`config.mk`:
```
export PLATFORM = sky130hd
export DESIGN_NAME = mhsd_ctrl
export DESIGN_NICKNAME = d
export VERILOG_FILES = /design/src/rtl/core/mhsd_pkg.sv /design/src/rtl/core/mhsd_ctrl.sv
export SDC_FILE = /design/constraint.sdc
export NUM_CORES = 1
export LEC_CHECK = 0
export BUFFER_PORTS_ARGS = -buffer_cell sky130_fd_sc_hd__buf_2
export CAP_MARGIN = 10
export CORE_AREA = 2 2 39 41
export CTS_BUF_LIST = sky130_fd_sc_hd__clkbuf_2 sky130_fd_sc_hd__clkbuf_4 sky130_fd_sc_hd__clkbuf_8
export CTS_CLUSTER_DIAMETER = 100
export DETAILED_ROUTE_END_ITERATION = 6
export DIE_AREA = 0 0 41 43
export PLACE_DENSITY = 0.58
export SYNTH_ARGS = -nofsm -noshare
export SYNTH_HDL_FRONTEND = slang
export SYNTH_SLANG_ARGS = --single-unit
```
`constraint.sdc`:
```
create_clock -name clk -period 1.4 [get_ports clk]
set_clock_uncertainty 0.15 [all_clocks]
set_input_delay 0.28 -clock clk [delete_from_list [all_inputs] [get_ports clk]]
set_output_delay 0.28 -clock clk [all_outputs]
set_load 0.02 [all_outputs]
```
`src/rtl/core/mhsd_pkg.sv`:
```
package mhsd_pkg;

	localparam int HEAP_DEPTH = 256;
	localparam int DATA_WIDTH = 32;
	localparam int ADDR_W = (HEAP_DEPTH > 1) ? $clog2(HEAP_DEPTH) : 1;
	localparam int SIZE_W = $clog2(HEAP_DEPTH + 1);
	localparam int CHILD_W = ADDR_W + 2;

	localparam logic [1:0] ACT_WRITE = 2'd0;
	localparam logic [1:0] ACT_READ = 2'd1;
	localparam logic [1:0] ACT_SIFT = 2'd2;

	typedef logic signed [DATA_WIDTH-1:0] word_t;

	typedef struct packed {
		logic [1:0] action;
		logic [7:0] index;
		logic signed [31:0] value;
		logic [8:0] active_size;
	} heap_req_t;

	typedef struct packed {
		logic signed [31:0] read_value;
		logic [7:0] final_index;
		logic [3:0] swap_count;
		logic bad_index;
	} heap_rsp_t;

	typedef struct packed {
		logic load_item;
		logic wr_item;
		logic rd_item;
		logic cap_read;
		logic cap_node;
		logic rd_left;
		logic cap_left;
		logic rd_right;
		logic step;
		logic fin_write;
		logic load_out;
	} mhsd_cmd_t;

	typedef struct packed {
		logic [1:0] action;
		logic bad_start;
		logic left_ok;
		logic take_child;
	} mhsd_sts_t;

	function automatic word_t to_word(input logic signed [31:0] v);
		logic signed [63:0] w;
		w = 64'(v);
		return word_t'(w[DATA_WIDTH-1:0]);
	endfunction

	function automatic logic signed [31:0] from_word(input word_t w);
		logic signed [63:0] x;
		x = 64'(w);
		return x[31:0];
	endfunction

endpackage

```
`src/rtl/core/mhsd_ctrl.sv`:
```
module mhsd_ctrl (
	input logic clk,
	input logic arst_n,
	input logic req_valid,
	output logic req_ready,
	output logic rsp_valid,
	input logic rsp_ready,
	input mhsd_pkg::mhsd_sts_t sts,
	output mhsd_pkg::mhsd_cmd_t cmd
);
	import mhsd_pkg::*;

	typedef enum logic [2:0] {
		ST_IDLE,
		ST_EXEC,
		ST_RD_WAIT,
		ST_NODE_WAIT,
		ST_LEVEL,
		ST_L_WAIT,
		ST_CMP,
		ST_DONE
	} state_t;

	state_t state_q;
	state_t state_d;
	logic rsp_valid_q;

	assign req_ready = (state_q == ST_IDLE);
	assign rsp_valid = rsp_valid_q;

	always_comb begin
		cmd = '0;
		state_d = state_q;
		case (state_q)
			ST_IDLE: begin
				if (req_valid) begin
					cmd.load_item = 1'b1;
					state_d = ST_EXEC;
				end
			end
			ST_EXEC: begin
				case (sts.action)
					ACT_WRITE: begin
						cmd.wr_item = 1'b1;
						state_d = ST_DONE;
					end
					ACT_READ: begin
						cmd.rd_item = 1'b1;
						state_d = ST_RD_WAIT;
					end
					ACT_SIFT: begin
						if (sts.bad_start) begin
							state_d = ST_DONE;
						end else begin
							cmd.rd_item = 1'b1;
							state_d = ST_NODE_WAIT;
						end
					end
					default: begin
						state_d = ST_DONE;
					end
				endcase
			end
			ST_RD_WAIT: begin
				cmd.cap_read = 1'b1;
				state_d = ST_DONE;
			end
			ST_NODE_WAIT: begin
				cmd.cap_node = 1'b1;
				state_d = ST_LEVEL;
			end
			ST_LEVEL: begin
				if (sts.left_ok) begin
					cmd.rd_left = 1'b1;
					state_d = ST_L_WAIT;
				end else begin
					cmd.fin_write = 1'b1;
					state_d = ST_DONE;
				end
			end
			ST_L_WAIT: begin
				cmd.cap_left = 1'b1;
				cmd.rd_right = 1'b1;
				state_d = ST_CMP;
			end
			ST_CMP: begin
				if (sts.take_child) begin
					cmd.step = 1'b1;
					state_d = ST_LEVEL;
				end else begin
					cmd.fin_write = 1'b1;
					state_d = ST_DONE;
				end
			end
			ST_DONE: begin
				if (!rsp_valid_q || rsp_ready) begin
					cmd.load_out = 1'b1;
					state_d = ST_IDLE;
				end
			end
			default: begin
				state_d = ST_IDLE;
			end
		endcase
	end

	always_ff @(posedge clk or negedge arst_n) begin
		if (!arst_n) begin
			state_q <= ST_IDLE;
			rsp_valid_q <= 1'b0;
		end else begin
			state_q <= state_d;
			if (cmd.load_out) begin
				rsp_valid_q <= 1'b1;
			end else if (rsp_ready) begin
				rsp_valid_q <= 1'b0;
			end
		end
	end

endmodule

```
Word-level counts from Yosys, hierarchy flattened
Cells that the tools add are included.
{"block": "classes", "div_mod_pow": 0, "n_reduce_logical": 6, "bitwise_logic": 0, "shifts": 0, "n_eq_ne": 11, "n_mul": 0, "mux": 27, "n_lt_le_gt_ge": 0, "add_sub_neg": 0}
{"operator": "$pmux 3 s8", "n": 1}
{"operator": "$mux 1", "n": 16}
{"operator": "$eq 3x3->1 const B", "n": 4}
{"operator": "$mux 3", "n": 3}
{"operator": "$mux 2", "n": 4}
{"operator": "$eq 3x2->1 const B", "n": 2}
{"operator": "$pmux 3 s2", "n": 1}
{"operator": "$ne 2x2->1 const B", "n": 2}
{"operator": "$pmux 1 s2", "n": 2}
{"operator": "$eq 3x1->1 const B", "n": 1}
{"operator": "$logic_not 3->1", "n": 1}
{"operator": "$eq 2x1->1 const B", "n": 1}
{"operator": "$eq 2x2->1 const B", "n": 1}
{"operator": "$logic_not 2->1", "n": 1}
{"operator": "$reduce_and 2->1", "n": 1}
{"operator": "$reduce_bool 2->1", "n": 1}
{"operator": "$logic_not 1->1", "n": 1}
{"operator": "$logic_or 1x1->1", "n": 1}
{"block": "word_totals", "latchBits": 0, "ramBits": 0, "n_memories": 0, "romBits": 0, "in_bits": 9, "ff_bits": 4}

Depth between registers and ports, before layout
Gate-level depths: netlist of the first run.
{"block": "logic_depth", "ltp_word": 5, "depth_mapped": 5, "mapped_depth_nobuf": 5}

Worst setup path before layout of the first run
Ideal clock, no wire load.
{"block": "synth_path", "path_kind": "flip-flop to output port", "from": "register state_q[0]", "to": "output port cmd[10] (netlist bit)", "required_ns": 0.970, "slack_ns": -0.413, "n_path_buf": 1, "stages_incl_launch_ff": 4, "arrival_time_ns": 1.383, "path_cell_list": "dfrtp_1 > buf_2 > nor3_1 > and2_1"}
{"element": "start: declaration", "line": "mhsd_ctrl.sv:24", "text": "state_t state_q;"}
{"element": "start signal: assignment", "line": "mhsd_ctrl.sv:112", "text": "state_q <= state_d;"}
{"element": "end: declaration", "line": "mhsd_ctrl.sv:9", "text": "output mhsd_pkg::mhsd_cmd_t cmd"}

==> results of run 1 <==
-- state kept, by name, summed over array words and instances, names as in the netlist --
name and cells:
rsp_valid 1, state_q 3
-- report_power, final --
part / leakage [uW] / internal (uW) / switching (uW)
clock network: 0.0000138 / 95.6 / 43.4
registers: 0.0000445 / 177 / 94.7
logic: 0.000328 / 630 / 505
-- placed cells by master (no fill, tap or decap) --
cell           count
and2_1             1
nand2b_1           1
ha_1               3
a21oi_2            2
o21ai_0            2
clkbuf_4           3
and2_4             1
nor2_2             2
a31oi_2            1
a21oi_1            3
nor2_1             3
nor2b_1            2
or3_4              1
buf_6              8
dlygate4sd3_1      1
nand3_1            2
nor3_4             1
buf_4             20
nand2_1            2
nand2b_4           1
dfrtp_2            2
and3b_2            1
a21bo_1            1
nor3b_2            2
a211o_1            1
and2b_4            1
buf_2              9
dfrtp_1            2
and3_1             1
inv_1              3
nor2_4             1
-- cell type report --
cell class | instances | area, um^2 | area share (%)
inverter | 3 | 11.26 | 1.518
timing repair buffer | 38 | 295.3 | 39.80
sequential | 4 | 102.6 | 13.83
clock buffer | 3 | 22.52 | 3.035
multi-input combinational | 36 | 290.3 | 39.12
tap | 16 | 20.02 | 2.698
-- worst max path at each step --
stage | from | endpoint | slack, ns
2_1_floorplan | state_q[0] | cmd[10] | -0.08
3_3_place_gp | state_q[1] | cmd[10] | -0.09
3_5_place_dp | state_q[1] | cmd[10] | -0.11
4_1_cts | state_q[1] | cmd[1] | -0.26
5_1_grt | state_q[1] | cmd[0] | -0.35
6_report | state_q[1] | cmd[0] | -0.28
-- per-stage QoR --
| stage | setup TNS, ns | instances |
|---|---|---|
| 2_1_floorplan | -0.1065 | 47 |
| 4_1_cts | -2.653 | 99 |
| 3_5_place_dp | -0.5953 | 90 |
| 6_report | -2.689 | 100 |
| 5_1_grt | -3.580 | 100 |
| 3_3_place_gp | -0.4915 | 90 |
-- layer usage --
| layer | part of all wire [%] | vias to the layer above | GRT usage (%) |
|---|---|---|---|
| li1 | - | 232 | - |
| met1 | 38 | 206 | 15.86 |
| met2 | 56 | 17 | 21.56 |
| met3 | 6.1 | 0 | 3.141 |
| met4 | 0 | 0 | 8.000 |
| met5 | 0 | - | 0 |
-- cells by family after synthesis --
family | count (synthesis)
AND/OR/NAND/NOR | 23
flip-flops | 4
adder cells (fa/ha/maj) | 3
buffers and inverters | 7
AO/OA/AOI/OAI | 10
-- repair_timing --
action                                 in CTS  in global routing
endpoints found under the hold margin       4                  0
pin swaps                                   3                  3
hold buffers                                1                  0
gates resized for setup                    23                  9
setup endpoints to repair                  14                 14
buffers inserted                            5                  2
==> out/results.ini, run 1 <==
[setup_path]
critPathTopFamily = flip-flops
r2r_start = state_q[1]
required_ns = 0.97
cp.depth = 4
r2r_slack_ns = -0.13
worstPathArrival_ns = 1.25
r2r-end = state_q[0]
crit_type = flop to output pin
cp_num_buf_inv = 2
crit_slowest_cell = dfrtp_2
critPathMaxFanout = 7
critPathCaptureType = output pin
path_cells = buf_4, nand3_1, nor2_2, buf_6
worstSetupStartpointType = flop
reg2reg_depth = 5
cpPeakStageDelay_ns = 0.44

[floorplan]
io_pins = 22
rows = 14
core_area_mm2 = 0.001384
start_util_pct = 27.49
die_area_mm2 = 0.001763
die_h_um = 43
die_w_um = 41

[power]
powerDensity_mw_per_mm2 = 2083
irDropWorstVdd_uv = 726.8
leakagePower_uw = 0.0003867
power_uw = 1546

[yosys]
synth_compound_area_share_pct = 15.79
synth_top_family_by_area = simple AND/OR/NAND/NOR gates
synth_edf_count = 0
syn-num-nets = 59
ys_top_cells_by_count = nor2_1, a21oi_1, dfrtp_1
syn_area_per_cell_um2 = 8.093
synth_xor_area_share_pct = 0
synthTopCellsByArea = dfrtp_1, ha_1, a21oi_1, nor3b_2, nor2_1
synth_top_area_share_pct = 26.32
syn_area_um2 = 380.4
synthAdderAreaFrac_pct = 9.868
synth_seq_cells = 4
synth.distinct_cells = 23
synth_async_sr_flop_share_pct = 100.0
syn_inst = 47
ys_warn_count = 0
yosysMostFrequentCell = nor2_1
synth_mux_area_share_pct = 0
ys_seq_area_share_pct = 26.32
synth_ff_type = dfrtp_1
synth-simple-area-share_pct = 36.84
yosys.area.top_type = dfrtp_1

[clock_tree]
worstSkewPairLatency_ns = 0.23
cts_tree = done
cts-root-buf = clkbuf_4
htreeDepth = 1
clkTransAtPathRegs_ns = 0.04
cts.sinks = 4
cts_made_buffers = 3
cts_buffer_depth = 2

[global_routing]
grt_pass1_vias = 420
overflow = 0
grt_pass1_wl_um = 1628
grt_antenna_before_repair = 0
grtUsageTotal_pct = 13.68
grt_max_degree = 9

[route]
drc = 0
vias = 455
viasPerCell = 4.550
dr.pass1.iters = 1
wl_per_cell_um = 10.79
drtIter0Drc = 0
routed_wl_um = 1079
postRouteAntennaNets = 0

[sta]
min_period_over_period_pct = 119.9
rsz0062_at_grt = yes
tightest_slew_ns = 0.3974
setup_viol = 14
finalHoldViolations = 0
finalWorstSetupSlack_ns = -0.2781
maxSlewViolCount = 0
whs_ns = 0.2335
relSlewSlack_pct = 73.45
period_needed_ns = 1.678
max_freq_mhz = 595.9

[placement]
dp_slack_ns = -0.1119
placed_cell_area_um2 = 564.3
io_buffers = 21
post-dp-hpwl_um = 729.7
place.gp.congestion = 0.6710

[final_layout]
final_util_pct = 53.62
layout-drive-gt1-share_pct = 66.67
n_antenna_cell = 0
fin_area_um2 = 742.0
area_delta_synth_final_pct = 95.07
nNetsFinal = 98
nFillCells = 142

[worst_hold_path]
min_path_type = input port to async pin

[flow_run]
max-cap-violations = 0

[run_status]
violations = setup timing
status = complete, but fails checks

No activity file was read; power rests on OpenSTA's default activity.
==> inputs of run 2 (changes only) <==
--- a/config.mk
+++ b/config.mk
@@ -7,11 +7,12 @@
 export LEC_CHECK = 0
 export BUFFER_PORTS_ARGS = -buffer_cell sky130_fd_sc_hd__buf_2
 export CAP_MARGIN = 10
-export CORE_AREA = 2 2 39 41
+export CORE_AREA = 10 10 47 49
 export CTS_BUF_LIST = sky130_fd_sc_hd__clkbuf_2 sky130_fd_sc_hd__clkbuf_4 sky130_fd_sc_hd__clkbuf_8
 export CTS_CLUSTER_DIAMETER = 100
 export DETAILED_ROUTE_END_ITERATION = 6
-export DIE_AREA = 0 0 41 43
+export DIE_AREA = 0 0 57 59
+export GPL_TIMING_DRIVEN = 0
 export PLACE_DENSITY = 0.58
 export SYNTH_ARGS = -nofsm -noshare
 export SYNTH_HDL_FRONTEND = slang
==> run 2 against run 1 <==
Compared with the run above:
- the flow still finishes with violations (setup timing)
- setup slack better by 0.00061 ns
- global-route usage shrank 6.1 points
- register-to-register slack improved by 0.07 ns
- hold slack got worse by 0.0083 ns
- sequential power decreased by 20%
- largest cell class is now multi-input gates
- maximum frequency is essentially flat
- routed wire length is 12% higher
- critical endpoint is now cmd[4]
- critical path type unchanged
- count of clock-buffer cells in the layout stayed put
- clock power is 6% higher
==> out/results.ini, run 2 (synthesized netlist as in run 1, its figures left out) <==
[floorplan]
start_util_pct = 27.14  ; -0.34 points
core_area_mm2 = 0.001401  ; +1.3%
die_h_um = 59  ; +37%
die_area_mm2 = 0.003363  ; +91%
io_pins = 22  ; unchanged
rows = 14  ; unchanged
die_w_um = 57  ; +39%

[setup_path]
cp_common_cell = buf_6
path_cells = buf_6, and3b_2, buf_6, buf_6
worstSetupStartpointType = flop
crit_type = flop to output pin
cpPeakStageDelay_ns = 0.42  ; -0.02 ns
required_ns = 0.97  ; about the same
worstPathArrival_ns = 1.25  ; about the same
crit_slowest_cell = dfrtp_2
cp_num_buf_inv = 3  ; +1
critPathCaptureType = output pin
critPathTopFamily = flip-flops
critPathMaxFanout = 5  ; -2

[sta]
tightest_slew_ns = 0.3125  ; -0.08489 ns
relSlewSlack_pct = 79.12  ; +5.7 points
period_needed_ns = 1.678  ; -0.0006110 ns
finalWorstSetupSlack_ns = -0.2775  ; +0.0006110 ns
maxSlewViolCount = 0  ; unchanged
rsz0062_at_grt = yes
setup_viol = 13  ; -1
whs_ns = 0.2252  ; -0.008278 ns
max_freq_mhz = 596.1  ; about the same
min_period_over_period_pct = 119.8  ; about the same
finalHoldViolations = 0  ; unchanged

[final_layout]
area_delta_synth_final_pct = 101.3
final_common_cell = buf_6
layout-drive-gt1-share_pct = 70.00  ; +3.3 points
final_cells = 96  ; -4.0%
nNetsFinal = 94  ; -4.1%
nFillCells = 138  ; -2.8%
regArea_um2 = 101.3  ; -1.2%
regMostFlops = state_q
multi_input_area_um2 = 314.1  ; +8.2%
final_cell_mix = buf_6, buf_4, buf_2
n_antenna_cell = 0  ; unchanged
largest_reg_flops = 3  ; unchanged

[route]
postRouteAntennaNets = 0  ; unchanged
viasPerCell = 4.667  ; +2.6%
drtIter0Drc = 5  ; +5
vias = 448  ; -1.5%
drc = 0  ; unchanged
dr.pass1.iters = 3  ; +2
routed_wl_um = 1210  ; +12%
wl_per_cell_um = 12.60  ; +17%

[worst_hold_path]
min_path_type = input port to async pin

[placement]
io_buffers = 21  ; unchanged
post-dp-hpwl_um = 844.5  ; +16%
dpl.cell_count = 84  ; -6.7%
place.gp.congestion = 0.7147  ; +6.5%

[run_status]
violations = setup timing
status = complete, but fails checks

[clock_tree]
worstSkewPairLatency_ns = 0.24  ; about the same
cts-root-buf = clkbuf_4
clkTransAtPathRegs_ns = 0.04  ; about the same
cts_buffer_depth = 2  ; unchanged
cts_made_buffers = 3  ; unchanged
htreeDepth = 1  ; unchanged
cts_tree = done
cts.sinks = 4  ; unchanged

[global_routing]
grt_pass1_wl_um = 2076  ; +28%
grtUsageTotal_pct = 7.629  ; -6.1 points
grt_pass1_vias = 479  ; +14%
grt_max_degree = 11  ; +2
overflow = 0  ; unchanged
grt_antenna_before_repair = 0  ; unchanged

[power]
leakagePower_uw = 0.0003793  ; -1.9%
powerDensity_mw_per_mm2 = 2160  ; +3.7%
irDropWorstVdd_uv = 965.3  ; +33%

[flow_run]
max-cap-violations = 0  ; unchanged

## run 2: cell type report
class	instances	area share [%]
timing repair buffer	30	32.84
tap	16	2.614
multi-input combinational	36	41.01
buffer	4	5.882
clock buffer	3	2.941
inverter	3	1.471
sequential	4	13.24
## run 2: final timing paths
check	start	endpoint	slack, ns	depth (start not counted)
setup / recovery	state_q[1]	cmd[4]	-0.28	4
hold / removal	arst_n	state_q[0]	0.23	2
setup reg to reg	state_q[1]	state_q[1]	-0.06	5
hold reg to reg	state_q[2]	state_q[0]	0.46	2
max in group asynchronous	arst_n	state_q[1]	0.74	2
min in group clk	rsp_ready	rsp_valid	0.24	3
## run 2: layer usage
metal,wire length (um),up-vias,GRT usage (%)
li1,-,225,-
met1,460,207,7.425
met2,625,16,12.87
met3,124,0,4.721
met4,0,0,3.020
met5,0,-,0
## run 2: timing repair
item                                    CTS  global route
endpoints found under the setup margin   12            14
endpoints found under the hold margin     4             0
gates resized for setup                  29            14
gates cloned                              1             0
hold buffers                              1             0
setup buffers                             5             2
pin swaps                                 4             4
## run 2: power by group
part           total, uW  switching, uW  internal [uW]
sequential           217           42.1            175
clock                147           51.4           96.1
combinational       1290            600            690
total               1650            693            961
## run 2: stage by stage
stage	setup TNS, ns	power [uW]	area (um^2)	utilization (%)	setup WS [ns]
2_1_floorplan	-0.1065	778.8	395.4	-	-0.07667
3_3_place_gp	-0.4788	966.2	520.5	37.14	-0.1250
3_5_place_dp	-0.5082	971.7	520.5	37.14	-0.1245
4_1_cts	-2.580	1509	701.9	50.09	-0.2652
5_1_grt	-3.465	1778	765.7	54.64	-0.3451
6_report	-2.543	1654	765.7	54.64	-0.2775
